===== src/sv/md5_pkg.sv =====
`timescale 1ns / 1ps
// ----------------------------------------------------------------------------
// md5_pkg
// Shared types, constants and round helper functions for the MD5 stream core.
// ----------------------------------------------------------------------------
package md5_pkg;

    localparam int WordW  = 32;
    localparam int CountW = 61;

    // initial chaining value
    localparam logic [WordW-1:0] IV_A = 32'h67452301;
    localparam logic [WordW-1:0] IV_B = 32'hefcdab89;
    localparam logic [WordW-1:0] IV_C = 32'h98badcfe;
    localparam logic [WordW-1:0] IV_D = 32'h10325476;

    // pad marker byte
    localparam logic [7:0] PAD_BYTE = 8'h80;

    // commands from the controller to the datapath
    typedef struct packed {
        logic take_byte;   // store one message byte and bump the count
        logic pad;         // 0x80, zero fill and (if room) the bit length
        logic len;         // extra block: zeros and the bit length
        logic prep;        // load working regs, prefetch first round operand
        logic round;       // one compression round
        logic add;         // fold working regs into the chaining value
        logic load_out;    // move digest to output and restart the message
    } md5_cmd_t;

    // status from the datapath to the controller
    typedef struct packed {
        logic pos_full;    // next byte fills the block
        logic pos_two;     // no room for the length after the pad byte
        logic round_last;  // current round is the 64th
        logic out_empty;   // output holding register drained
    } md5_stat_t;

    // additive constants
    function automatic logic [WordW-1:0] md5_k(input logic [5:0] r);
        logic [WordW-1:0] k;
        unique case (r)
            6'd0:  k = 32'hd76aa478;  6'd1:  k = 32'he8c7b756;
            6'd2:  k = 32'h242070db;  6'd3:  k = 32'hc1bdceee;
            6'd4:  k = 32'hf57c0faf;  6'd5:  k = 32'h4787c62a;
            6'd6:  k = 32'ha8304613;  6'd7:  k = 32'hfd469501;
            6'd8:  k = 32'h698098d8;  6'd9:  k = 32'h8b44f7af;
            6'd10: k = 32'hffff5bb1;  6'd11: k = 32'h895cd7be;
            6'd12: k = 32'h6b901122;  6'd13: k = 32'hfd987193;
            6'd14: k = 32'ha679438e;  6'd15: k = 32'h49b40821;
            6'd16: k = 32'hf61e2562;  6'd17: k = 32'hc040b340;
            6'd18: k = 32'h265e5a51;  6'd19: k = 32'he9b6c7aa;
            6'd20: k = 32'hd62f105d;  6'd21: k = 32'h02441453;
            6'd22: k = 32'hd8a1e681;  6'd23: k = 32'he7d3fbc8;
            6'd24: k = 32'h21e1cde6;  6'd25: k = 32'hc33707d6;
            6'd26: k = 32'hf4d50d87;  6'd27: k = 32'h455a14ed;
            6'd28: k = 32'ha9e3e905;  6'd29: k = 32'hfcefa3f8;
            6'd30: k = 32'h676f02d9;  6'd31: k = 32'h8d2a4c8a;
            6'd32: k = 32'hfffa3942;  6'd33: k = 32'h8771f681;
            6'd34: k = 32'h6d9d6122;  6'd35: k = 32'hfde5380c;
            6'd36: k = 32'ha4beea44;  6'd37: k = 32'h4bdecfa9;
            6'd38: k = 32'hf6bb4b60;  6'd39: k = 32'hbebfbc70;
            6'd40: k = 32'h289b7ec6;  6'd41: k = 32'heaa127fa;
            6'd42: k = 32'hd4ef3085;  6'd43: k = 32'h04881d05;
            6'd44: k = 32'hd9d4d039;  6'd45: k = 32'he6db99e5;
            6'd46: k = 32'h1fa27cf8;  6'd47: k = 32'hc4ac5665;
            6'd48: k = 32'hf4292244;  6'd49: k = 32'h432aff97;
            6'd50: k = 32'hab9423a7;  6'd51: k = 32'hfc93a039;
            6'd52: k = 32'h655b59c3;  6'd53: k = 32'h8f0ccc92;
            6'd54: k = 32'hffeff47d;  6'd55: k = 32'h85845dd1;
            6'd56: k = 32'h6fa87e4f;  6'd57: k = 32'hfe2ce6e0;
            6'd58: k = 32'ha3014314;  6'd59: k = 32'h4e0811a1;
            6'd60: k = 32'hf7537e82;  6'd61: k = 32'hbd3af235;
            6'd62: k = 32'h2ad7d2bb;  6'd63: k = 32'heb86d391;
            default: k = '0;
        endcase
        return k;
    endfunction

    // per-round left rotate amount
    function automatic logic [4:0] md5_rot(input logic [5:0] r);
        logic [4:0] s;
        unique case ({r[5:4], r[1:0]})
            4'd0:  s = 5'd7;   4'd1:  s = 5'd12;  4'd2:  s = 5'd17;  4'd3:  s = 5'd22;
            4'd4:  s = 5'd5;   4'd5:  s = 5'd9;   4'd6:  s = 5'd14;  4'd7:  s = 5'd20;
            4'd8:  s = 5'd4;   4'd9:  s = 5'd11;  4'd10: s = 5'd16;  4'd11: s = 5'd23;
            4'd12: s = 5'd6;   4'd13: s = 5'd10;  4'd14: s = 5'd15;  4'd15: s = 5'd21;
            default: s = 5'd0;
        endcase
        return s;
    endfunction

    // message word index used in each round
    function automatic logic [3:0] md5_g(input logic [5:0] r);
        logic [3:0] lo;
        logic [3:0] g;
        lo = r[3:0];
        unique case (r[5:4])
            2'd0: g = lo;
            2'd1: g = 4'((lo << 2) + lo + 4'd1);
            2'd2: g = 4'((lo << 1) + lo + 4'd5);
            2'd3: g = 4'((lo << 3) - lo);
            default: g = lo;
        endcase
        return g;
    endfunction

    // rotate left by 0..31
    function automatic logic [WordW-1:0] md5_rotl(input logic [WordW-1:0] x,
                                                  input logic [4:0] s);
        logic [2*WordW-1:0] t;
        t = {x, x} << s;
        return t[2*WordW-1:WordW];
    endfunction

endpackage


===== src/sv/md5_ctrl.sv =====
`timescale 1ns / 1ps
// ----------------------------------------------------------------------------
// md5_ctrl
// Sequencer: byte intake, padding steps, compression rounds and digest hand-off.
// ----------------------------------------------------------------------------
module md5_ctrl (
    input  logic               aclk,
    input  logic               aresetn,
    input  logic               s_tvalid,
    output logic               s_tready,
    input  logic               byte_valid,
    input  logic               last,
    input  md5_pkg::md5_stat_t stat,
    output md5_pkg::md5_cmd_t  cmd
);
    import md5_pkg::*;

    typedef enum logic [2:0] {
        ST_IDLE,
        ST_PREP,
        ST_ROUND,
        ST_ADD,
        ST_PAD,
        ST_LEN,
        ST_WAIT_OUT
    } state_t;

    state_t state_reg;
    logic   fin_reg;       // message end seen, padding in progress
    logic   need_len_reg;  // length goes into a block of its own
    logic   final_reg;     // running compression is the last one
    logic   accept;

    assign s_tready = (state_reg == ST_IDLE);
    assign accept   = s_tvalid && s_tready;

    // command decode
    always_comb begin
        cmd           = '0;
        cmd.take_byte = accept && byte_valid;
        cmd.prep      = (state_reg == ST_PREP);
        cmd.round     = (state_reg == ST_ROUND);
        cmd.add       = (state_reg == ST_ADD);
        cmd.pad       = (state_reg == ST_PAD);
        cmd.len       = (state_reg == ST_LEN);
        cmd.load_out  = (state_reg == ST_WAIT_OUT) && stat.out_empty;
    end

    // state and flags
    always_ff @(posedge aclk) begin
        if (!aresetn) begin
            state_reg    <= ST_IDLE;
            fin_reg      <= 1'b0;
            need_len_reg <= 1'b0;
            final_reg    <= 1'b0;
        end else begin
            unique case (state_reg)
                ST_IDLE: begin
                    if (accept) begin
                        if (byte_valid && stat.pos_full) begin
                            state_reg <= ST_PREP;
                            fin_reg   <= last;
                        end else if (last) begin
                            state_reg <= ST_PAD;
                            fin_reg   <= 1'b1;
                        end
                    end
                end
                ST_PREP: begin
                    state_reg <= ST_ROUND;
                end
                ST_ROUND: begin
                    if (stat.round_last) begin
                        state_reg <= ST_ADD;
                    end
                end
                ST_ADD: begin
                    if (!fin_reg) begin
                        state_reg <= ST_IDLE;
                    end else if (final_reg) begin
                        state_reg <= ST_WAIT_OUT;
                    end else if (need_len_reg) begin
                        state_reg <= ST_LEN;
                    end else begin
                        state_reg <= ST_PAD;
                    end
                end
                ST_PAD: begin
                    state_reg    <= ST_PREP;
                    need_len_reg <= stat.pos_two;
                    final_reg    <= !stat.pos_two;
                end
                ST_LEN: begin
                    state_reg    <= ST_PREP;
                    need_len_reg <= 1'b0;
                    final_reg    <= 1'b1;
                end
                ST_WAIT_OUT: begin
                    if (stat.out_empty) begin
                        state_reg    <= ST_IDLE;
                        fin_reg      <= 1'b0;
                        need_len_reg <= 1'b0;
                        final_reg    <= 1'b0;
                    end
                end
                default: begin
                    state_reg <= ST_IDLE;
                end
            endcase
        end
    end

endmodule


===== src/sv/md5_dpath.sv =====
`timescale 1ns / 1ps
// ----------------------------------------------------------------------------
// md5_dpath
// Block buffer, byte count, round unit, chaining value and digest output.
// ----------------------------------------------------------------------------
module md5_dpath (
    input  logic                       aclk,
    input  logic                       aresetn,
    input  md5_pkg::md5_cmd_t          cmd,
    output md5_pkg::md5_stat_t         stat,
    input  logic [7:0]                 data_byte,
    output logic                       m_tvalid,
    input  logic                       m_tready,
    output logic [md5_pkg::WordW-1:0]  m_tdata,
    output logic                       m_tlast
);
    import md5_pkg::*;

    logic [WordW-1:0]  buf_reg [16];
    logic [WordW-1:0]  cv_reg  [4];
    logic [WordW-1:0]  rr_reg  [4];
    logic [WordW-1:0]  out_reg [4];
    logic [2:0]        out_cnt_reg;
    logic [CountW-1:0] cnt_reg;
    logic [5:0]        r_reg;
    logic [WordW-1:0]  km_reg;

    logic [5:0]        pos;
    logic [3:0]        cur_w;
    logic [1:0]        lane;
    logic [WordW-1:0]  len_lo;
    logic [WordW-1:0]  len_hi;
    logic [WordW-1:0]  fval;
    logic [WordW-1:0]  sum;
    logic [WordW-1:0]  new_b;
    logic [5:0]        r_next;
    logic [WordW-1:0]  pad_word;
    logic              out_take;

    assign pos    = cnt_reg[5:0];
    assign cur_w  = pos[5:2];
    assign lane   = pos[1:0];
    assign len_lo = {cnt_reg[28:0], 3'b000};
    assign len_hi = cnt_reg[60:29];

    // status
    assign stat.pos_full   = (pos == 6'd63);
    assign stat.pos_two    = (pos[5:3] == 3'd7);
    assign stat.round_last = (r_reg == 6'd63);
    assign stat.out_empty  = (out_cnt_reg == 3'd0);

    // word holding the pad byte: lower lanes kept, marker, zeros above
    always_comb begin
        pad_word = buf_reg[cur_w];
        for (int j = 0; j < 4; j++) begin
            if (2'(j) == lane) begin
                pad_word[8*j +: 8] = PAD_BYTE;
            end else if (2'(j) > lane) begin
                pad_word[8*j +: 8] = 8'h00;
            end
        end
    end

    // round function
    always_comb begin
        unique case (r_reg[5:4])
            2'd0: fval = (rr_reg[1] & rr_reg[2]) | (~rr_reg[1] & rr_reg[3]);
            2'd1: fval = (rr_reg[1] & rr_reg[3]) | (rr_reg[2] & ~rr_reg[3]);
            2'd2: fval = rr_reg[1] ^ rr_reg[2] ^ rr_reg[3];
            2'd3: fval = rr_reg[2] ^ (rr_reg[1] | ~rr_reg[3]);
            default: fval = '0;
        endcase
    end

    assign sum    = rr_reg[0] + fval + km_reg;
    assign new_b  = rr_reg[1] + md5_rotl(sum, md5_rot(r_reg));
    assign r_next = r_reg + 6'd1;

    // block buffer
    always_ff @(posedge aclk) begin
        if (cmd.take_byte) begin
            buf_reg[cur_w][8*lane +: 8] <= data_byte;
        end else if (cmd.pad) begin
            // length words are zeroed here only when the length needs its own block
            for (int w = 0; w < 16; w++) begin
                if (4'(w) == cur_w) begin
                    buf_reg[w] <= pad_word;
                end else if (4'(w) > cur_w && (w < 14 || stat.pos_two)) begin
                    buf_reg[w] <= '0;
                end
            end
            if (!stat.pos_two) begin
                buf_reg[14] <= len_lo;
                buf_reg[15] <= len_hi;
            end
        end else if (cmd.len) begin
            for (int w = 0; w < 14; w++) begin
                buf_reg[w] <= '0;
            end
            buf_reg[14] <= len_lo;
            buf_reg[15] <= len_hi;
        end
    end

    // round operand prefetch
    always_ff @(posedge aclk) begin
        if (cmd.prep) begin
            km_reg <= md5_k(6'd0) + buf_reg[md5_g(6'd0)];
        end else if (cmd.round) begin
            km_reg <= md5_k(r_next) + buf_reg[md5_g(r_next)];
        end
    end

    // byte count, round index, working and chaining registers
    always_ff @(posedge aclk) begin
        if (!aresetn) begin
            cnt_reg <= '0;
            r_reg   <= '0;
            cv_reg  <= '{IV_A, IV_B, IV_C, IV_D};
            rr_reg  <= '{default: '0};
        end else begin
            if (cmd.take_byte) begin
                cnt_reg <= cnt_reg + CountW'(1);
            end else if (cmd.load_out) begin
                cnt_reg <= '0;
            end
            if (cmd.prep) begin
                r_reg  <= '0;
                rr_reg <= cv_reg;
            end else if (cmd.round) begin
                r_reg     <= r_next;
                rr_reg[0] <= rr_reg[3];
                rr_reg[1] <= new_b;
                rr_reg[2] <= rr_reg[1];
                rr_reg[3] <= rr_reg[2];
            end
            if (cmd.add) begin
                for (int i = 0; i < 4; i++) begin
                    cv_reg[i] <= cv_reg[i] + rr_reg[i];
                end
            end else if (cmd.load_out) begin
                cv_reg <= '{IV_A, IV_B, IV_C, IV_D};
            end
        end
    end

    // digest output shift register
    assign out_take = m_tvalid && m_tready;
    assign m_tvalid = (out_cnt_reg != 3'd0);
    assign m_tdata  = out_reg[0];
    assign m_tlast  = (out_cnt_reg == 3'd1);

    always_ff @(posedge aclk) begin
        if (!aresetn) begin
            out_cnt_reg <= '0;
        end else if (cmd.load_out) begin
            out_cnt_reg <= 3'd4;
        end else if (out_take) begin
            out_cnt_reg <= out_cnt_reg - 3'd1;
        end
    end

    always_ff @(posedge aclk) begin
        if (cmd.load_out) begin
            out_reg <= cv_reg;
        end else if (out_take) begin
            out_reg[0] <= out_reg[1];
            out_reg[1] <= out_reg[2];
            out_reg[2] <= out_reg[3];
        end
    end

endmodule


===== src/sv/md5_digest_stream.sv =====
`timescale 1ns / 1ps
// ----------------------------------------------------------------------------
// md5_digest_stream
// MD5 hash over a byte stream; emits the four digest words per message.
// ----------------------------------------------------------------------------
//  channel | direction | tdata                  | tuser          | tlast
//  s_      | in        | [7:0] data_byte        | [0] byte_valid | last
//  m_      | out       | [31:0] digest_word A-D | -              | word_last
//
//  a message byte is accepted only while idle; a full block then holds the input
//  through operand prefetch, 64 rounds of the single round unit and the fold
//  a closing item adds a pad step and one compression, or with no room for the
//  length also a length step and a second compression; then the digest load
//  bytes of the next message are taken while the digest drains on m_
//  aresetn is synchronous; it restores the initial chaining value
// ----------------------------------------------------------------------------
module md5_digest_stream (
    input  logic        aclk,
    input  logic        aresetn,
    input  logic        s_tvalid,
    output logic        s_tready,
    input  logic [7:0]  s_tdata,   // [7:0] data_byte
    input  logic [0:0]  s_tuser,   // [0] byte_valid
    input  logic        s_tlast,
    output logic        m_tvalid,
    input  logic        m_tready,
    output logic [31:0] m_tdata,   // [31:0] digest_word
    output logic        m_tlast
);
    import md5_pkg::*;

    md5_cmd_t  cmd;
    md5_stat_t stat;

    // sequencer
    md5_ctrl u_ctrl (
        .aclk       (aclk),
        .aresetn    (aresetn),
        .s_tvalid   (s_tvalid),
        .s_tready   (s_tready),
        .byte_valid (s_tuser[0]),
        .last       (s_tlast),
        .stat       (stat),
        .cmd        (cmd)
    );

    // hash datapath
    md5_dpath u_dpath (
        .aclk      (aclk),
        .aresetn   (aresetn),
        .cmd       (cmd),
        .stat      (stat),
        .data_byte (s_tdata),
        .m_tvalid  (m_tvalid),
        .m_tready  (m_tready),
        .m_tdata   (m_tdata),
        .m_tlast   (m_tlast)
    );

`ifndef SYNTHESIS
    // no input item while the round unit runs
    a_no_accept_in_round: assert property (@(posedge aclk) disable iff (!aresetn)
        cmd.round |-> !s_tready)
        else $error("input accepted during compression");

    // digest only loaded into an empty output register
    a_load_when_empty: assert property (@(posedge aclk) disable iff (!aresetn)
        cmd.load_out |-> stat.out_empty)
        else $error("digest overwrote pending output");

    // a loaded digest is offered on the next cycle with word A
    a_load_shows: assert property (@(posedge aclk) disable iff (!aresetn)
        cmd.load_out |=> (m_tvalid && !m_tlast))
        else $error("digest not presented after load");

    // a byte is stored only on an accepted item
    a_take_on_accept: assert property (@(posedge aclk) disable iff (!aresetn)
        cmd.take_byte |-> (s_tvalid && s_tready && s_tuser[0]))
        else $error("byte stored without accepted item");
`endif

endmodule


===== config.mk =====
export PLATFORM = sky130hd
export DESIGN_NAME = md5_digest_stream
export DESIGN_NICKNAME = d
export VERILOG_FILES = /design/src/sv/md5_pkg.sv /design/src/sv/md5_ctrl.sv /design/src/sv/md5_dpath.sv /design/src/sv/md5_digest_stream.sv
export SDC_FILE = /design/constraint.sdc
export NUM_CORES = 2
export LEC_CHECK = 0
export ABC_AREA = 1
export BUFFER_PORTS_ARGS = -buffer_cell sky130_fd_sc_hd__buf_2
export CAP_MARGIN = 5
export CORE_MARGIN = 2
export CORE_UTILIZATION = 40
export DETAILED_ROUTE_END_ITERATION = 7
export PLACE_DENSITY = 0.59
export SLEW_MARGIN = 20
export SYNTH_ARGS = -nofsm -noshare
export SYNTH_HDL_FRONTEND = slang
export SYNTH_HIERARCHICAL = 1
export SYNTH_SLANG_ARGS = --single-unit

===== constraint.sdc =====
create_clock -name aclk -period 11.32 [get_ports aclk]
set_input_delay 1.698 -clock aclk [delete_from_list [all_inputs] [get_ports aclk]]
set_output_delay 1.698 -clock aclk [all_outputs]
set_load 0.01 [all_outputs]

### Word-level counts from Yosys, hierarchy flattened

Memory sizes are Yosys's and may differ from the RTL's. A register that Yosys moved wholly into a read port is not among the register bits.
Index checks and enable logic that the tools add are counted.

* memories kept: 3
* input bits: 14
* bits in read-only memories: 2128
* logic and storage cells: 415
* register bits after elaboration: 492
* latch bits: 0
* output and inout port bits: 35
* bits in writable memories: 512

* divide/modulo/power cells: 0
* reductions and logical operators: 28
* order comparisons: 20
* multipliers: 0
* multiplexer cells: 237
* add/sub/neg operators: 18
* shift-type cells: 3
* equal/unequal tests: 38
* bitwise logic cells: 47

Memory list
* (name not given): depth 64, bits a word 32, read ports 1, clocked after Yosys merged registers in 0, wr ports 0, RTL line md5_pkg.sv:42 `unique case (r)`
* u_dpath.buf_reg: depth 16, bits a word 32, read ports 3, clocked after Yosys merged registers in 1, wr ports 16, RTL line md5_dpath.sv:19 `logic [WordW-1:0] buf_reg [16];`
* (name not given): depth 16, bits a word 5, read ports 1, clocked after Yosys merged registers in 1, wr ports 0, RTL line md5_pkg.sv:83 `unique case ({r[5:4], r[1:0]})`

Operators by type and width (count)
* two-way mux 32 bit: 41
* two-way mux 128 bit: 4
* adder 32 bit: 8
* two-way mux 96 bit: 2
* two-way mux 1 bit: 158
* AND 32 bit: 4
* one-hot mux 32 bit (4 select lines): 1
* two-way mux 61 bit: 2
* OR 32 bit: 3
* XOR 32 bit: 3
* two-way mux 8 bit: 8
* NOT 32 bit: 2
* << shifter 64 x 5 -> 64 bit: 1
* adder 61 x 1 -> 61 bit, second input constant: 1
* negator 5 -> 34 bit: 1
* OR 1 bit: 34
* variable shift 8 x 34 -> 32 bit, first input constant: 1
* variable part select 8 x 34 -> 32 bit: 1
* adder 32 bit, first input constant: 1
* equality test 4 bit, first input constant: 8
* greater-than comparator 4 bit, first input constant: 8
* OR reduction 32 bit: 1
* two-way mux 4 bit: 7
* two-way mux 3 bit: 9
* 40 further kinds: 82

### Depth between registers and ports, before layout

* word-level depth: 10
* mapped depth: 44

### Modules after synthesis

The synthesis kept the hierarchy.

By module, submodules not included
* md5_dpath: instances 1, cells an instance 9927, sequential area each 25404.4 µm², area an instance 69959.6 µm²
* md5_ctrl: instances 1, cells an instance 77, sequential area each 120.1 µm², area an instance 439.2 µm²

### Worst setup path after synthesis

Ideal clock, no wire load.

* path kind: reg-to-reg
* start: register u_dpath.r_reg[0]
* end: register u_dpath.km_reg[26] (data pin)
* library setup time: 263 ps
* clock period less this slack: 5909 ps
* setup slack: 5411 ps
* arrival: 5646 ps
* stages on the path, launching flop included: 39
* cells stage by stage: dfxtp_1 > ha_1 > inv_2 > ha_1 > clkbuf_1 > clkbuf_1 > inv_1 > clkbuf_1 > ha_1 > xor2_1 > xor2_1 > nand2_1 > o211ai_1 > o21ai_1 > inv_1 > clkbuf_1 > nand3_1 > nand2_1 > [3 not listed] > fa_1 > inv_1 > nand2_1 > nand2_1 > nand2_1 > nand2_1 > a21oi_1 > o21ai_0 > nand2_1 > nand2_1 > nand2_1 > nand2_1 > a21boi_0 > o21ai_0 > a21o_1 > nand2_1 > nand2_1 > o21ai_0

* word-level cells in the longest chain between the ends: 10
* elaborated cells between the ends (all ways): 20

Ends and longest elaborated chain
* start, declared: RTL line md5_dpath.sv:25 `logic [5:0] r_reg;`
* start signal, assigned: RTL line md5_dpath.sv:131 `r_reg <= r_next;`
* adder 6 x 1 -> 6 bit *: RTL line md5_dpath.sv:77 `assign r_next = r_reg + 6'd1;`
* via u_dpath.r_next[2]: RTL line md5_dpath.sv:36 `logic [5:0] r_next;`
* adder 4 bit (on tied branches): RTL line md5_pkg.sv:101, md5_pkg.sv:100
* adder 4 x 3 -> 4 bit or adder 4 x 1 -> 4 bit (tied branches): RTL line md5_pkg.sv:101, md5_pkg.sv:100
* one-hot mux 4 bit (4 select lines): RTL line md5_pkg.sv:98 `unique case (r[5:4])`
* two-way mux 4 bit: RTL line md5_dpath.sv:109 `end else if (cmd.round) begin`
* two-way mux 4 bit: RTL line md5_dpath.sv:107 `if (cmd.prep) begin`
* memory (16 x 32 bit)
* adder 32 bit *: RTL line md5_dpath.sv:110 `km_reg <= md5_k(r_next) + buf_reg[md5_g(r_next)];`
* two-way mux 32 bit *: RTL line md5_dpath.sv:109
* two-way mux 32 bit *: RTL line md5_dpath.sv:107
* end signal, assigned: RTL line md5_dpath.sv:108 `km_reg <= md5_k(6'd0) + buf_reg[md5_g(6'd0)];`
* end signal, assigned: RTL line md5_dpath.sv:110
* end, declared: RTL line md5_dpath.sv:26 `logic [WordW-1:0] km_reg;`

Mark *: on every way through the listed nets, which the timed path passes. The rest lies on a longest branch. The select of a mux whose other input is x is not followed.
A chain may end at the register's enable or synchronous reset.

### Worst setup path in the final report

* start: register u_dpath.r_reg[1]
* end: register u_dpath.km_reg[31] (data pin)

* word-level cells in the longest chain between the ends: 10
* elaborated cells between the ends (all ways): 20

Ends and longest elaborated chain (RTL line)
* adder 6 x 1 -> 6 bit *: md5_dpath.sv:77
* adder 4 bit (on tied branches): md5_pkg.sv:101, md5_pkg.sv:100
* adder 4 x 3 -> 4 bit or adder 4 x 1 -> 4 bit (tied branches): md5_pkg.sv:101, md5_pkg.sv:100
* one-hot mux 4 bit (4 select lines): md5_pkg.sv:98
* two-way mux 4 bit: md5_dpath.sv:109
* two-way mux 4 bit: md5_dpath.sv:107
* memory (16 x 32 bit)
* adder 32 bit *: md5_dpath.sv:110
* two-way mux 32 bit *: md5_dpath.sv:109
* two-way mux 32 bit *: md5_dpath.sv:107

Every way passes the cells marked *; elsewhere a longest branch is shown, timed or not. The select of a mux whose other input is x is not followed.

==> results.tsv <==
stage	metric	value	unit
yosys	sequential fraction of the synthesis area	0.363	
routing	wire per inst	26.3	um
worst_setup_path	critical path endpoint category	register	
global_routing	initial antenna violation count	11	
timing	relative slew slack	0.0846	
worst_setup_path	worst path buffer plus inverter count	6	
run	max-cap violation count	0	
worst_setup_path	Worst path slowest cell	dfxtp_1	
global_routing	Overflow after GRT	0	
global_routing	largest net degree at the start of global routing	147	
layout	commonest non-fill, non-tap cell in the layout	nand2_1	
timing	Final setup viols	0	
power	leakage	31.6	nW
clocking	Hold Buf Count CTS	0	
yosys	cells after synthesis	10000	
timing	Hold Violations, Final	0	
power	Max VDD drop	0.449	mV
worst_setup_path	most frequent cell on the critical path	nand2_1	
min_path	Hold Path Class	reg2reg	
clocking	CTS tree	done	
timing	final worst path period share	0.744	
clocking	Skew-Pair Late Insertion Delay	830	ps
routing	Starting DRT DRC Count	9805	
routing	Vias/cell	6.12	
placed_design	placer's final routability congestion estimate	1.01	
die	starting density of the core	0.404	
routing	ANT nets after route	0	
global_routing	number of global-route vias before repair	69100	
timing	measured slew at the worst slew-check pin	1360	ps
clocking	TritonCTS Buffers	120	
die	row count	153	
placed_design	worst slack, placed	3290	ps
worst_setup_path	family with the most delay on the worst path	simple AND/OR/NAND/NOR gates	
worst_setup_path	crit-path max FO	146	
yosys	Ys Warns	6	
routing	routed wire length	320	mm
worst_setup_path	Largest stage delay, worst path	690	ps
power	overall power	29.1	mW
worst_setup_path	CP Launch Type	register	
timing	Tmin final	8420	ps
layout	area delta synth->final	8.88	%
yosys	post-synth design cell area	70400	um2
die	core area	174000	um2
die	die height	424	um
yosys	post-synth cell types	68	
layout	max FFs per register	512	
timing	setup_tns	0	ps
routing	Initial DRT Pass Iterations	8	
timing	RSZ-0062 raised after global routing	false	
yosys	FF+latch count, synth	1013	
run_status	status	finished, violations left	
placed_design	detailed placement HPWL	232	mm
timing	Max Clock Skew	100	ps
timing	final slew viol count	0	
global_routing	total track usage	0.344	
layout	commonest cells after routing, fill and taps aside	nand2_1 (2293), inv_1 (1116), a21oi_1 (954)	
clocking	clk sinks	1013	
yosys	Main synth FF type	edfxtp_1	
clocking	Post CTS Setup Buffer Count	0	
die	die footprint	179000	um2
yosys	Synth Net Count	10300	
clocking	clk buf depth	3	
timing	Max Clock Freq	119	MHz
global_routing	first-pass GRT wire length	464	mm
worst_setup_path	WP data arrival	8930	ps
layout	Final nets	10100	
placed_design	quantity of I/O buffers inserted on ports	48	
yosys	Avg Cell Area, Syn	7.04	um2
die	Die X	424	um
power	Pwr Density	380	nW/um2
yosys	ys async rst share	0	
clocking	Clock transition at path regs	60	ps
routing	# DRC	3	
clocking	post-CTS sizing	0	
worst_setup_path	type of the worst setup path	reg2reg	
layout	share of layout cells above drive strength 1	0.0546	
run_status	failing checks	design-rule violations	
clocking	H-tree depth	3	
timing	Setup WS post-layout	2900	ps
routing	Vias	74600	
yosys	number of synthesized flops with an enable pin	524	
die	boundary pin count	49	
clocking	Root Driver	clkbuf_16	
worst_setup_path	worst endpoint required time	11830	ps
## per-layer routing
layer  routed length, um  global-route usage  vias to the layer above
met1              129000               0.455                    35100
met4               21300               0.202                       10
li1                    -                   -                    34000
met3               35100              0.0786                      957
met2              135000               0.513                     4482
met5                  54                   0                        -
## power by group
| group | switching (mW) | internal [mW] | leakage (nW) |
|---|---|---|---|
| registers | 0.799 | 5.33 | 8.87 |
| clock network | 1.73 | 2.30 | 1.97 |
| logic | 13.8 | 5.19 | 20.8 |
## synthesized netlist by cell type, drive strengths merged (4+ instances only)
cell type     n  area share
a311oi        4     0.00050
clkinv       24      0.0013
o22ai       377       0.034
mux2i         4     0.00057
xor2         42      0.0052
o21a         13      0.0014
dfxtp       489        0.14
o21ai      1013       0.072
nand3       727       0.052
o31ai        16      0.0017
nor3        111      0.0079
or2          41      0.0036
clkbuf      388       0.021
a221oi       31      0.0039
o21bai       16      0.0017
a211oi       70      0.0075
xnor2        43      0.0053
a21o         18      0.0019
o221ai       43      0.0053
buf         182       0.014
o32ai         4     0.00050
a21boi       34      0.0036
and3          5     0.00044
edfxtp      524        0.22
a2111oi       5     0.00062
and2          6     0.00053
a22o          6     0.00075
nand4        67      0.0060
nor2        587       0.033
nand3b        6     0.00064
nor4         15      0.0015
o2111ai      12      0.0015
a31oi        67      0.0060
inv        1153       0.062
o211ai      222       0.024
nand2      2308        0.12
a22oi        63      0.0067
a21oi       955       0.068
ha          256       0.045
fa           40       0.011
## logic make-up (layout without fill, tap and decap cells)
logic type                 after synthesis  count (layout)  share of synthesized area
AOI/OAI and AO/OA                     2983            2983                      0.243
and+or+nand+nor                       3876            3876                      0.229
xor gates and xnor gates                85              85                     0.0106
muxes                                    4               4                   0.000569
adders and majority gates              296             296                     0.0569
buffers and inverters                 1747            1598                     0.0975
DFF                                   1013            1013                      0.363
other                                    0               4                          0
## metrics by stage
stage | hold slack, ps | util | instances | area [um2]
finish | 452 | 0.440 | 12200 | 76600
global route | 474 | 0.439 | 12200 | 76600
CTS | 453 | 0.439 | 12200 | 76600
detailed placement | 444 | 0.416 | 11900 | 72500
global placement | 444 | 0.415 | 11900 | 72400
floorplan | 424 | - | 10000 | 70400
## path summary, 6_finish.rpt
path                          startpoint                      to  slack [ps]  cells past startpoint
setup reg to reg        u_dpath/r_reg[1]      u_dpath/km_reg[31]        2900                     29
setup / recovery        u_dpath/r_reg[1]      u_dpath/km_reg[31]        2900                     29
hold reg to reg   u_dpath/buf_reg[7][25]  u_dpath/buf_reg[7][25]         450                      2
hold / removal    u_dpath/buf_reg[7][25]  u_dpath/buf_reg[7][25]         450                      2
## worst min-delay path: stages (launching register included)
cell and delay, ps:
dfxtp_1 300, inv_1 50, a21oi_1 50
## area by class of cell
class                           instances  area (um2)
Clock inverter                         42         485
Multi-Input combinational cell       7244       38300
Tap cell                             2325        2910
Clock buffer                          187        3560
Fill cell                           17900       97700
Sequential cell                      1013       25500
Inverter                             1177        4440
Antenna cell                            4        10.0
Timing Repair Buffer                  192        1390
Power figures use the tool's default switching activity.
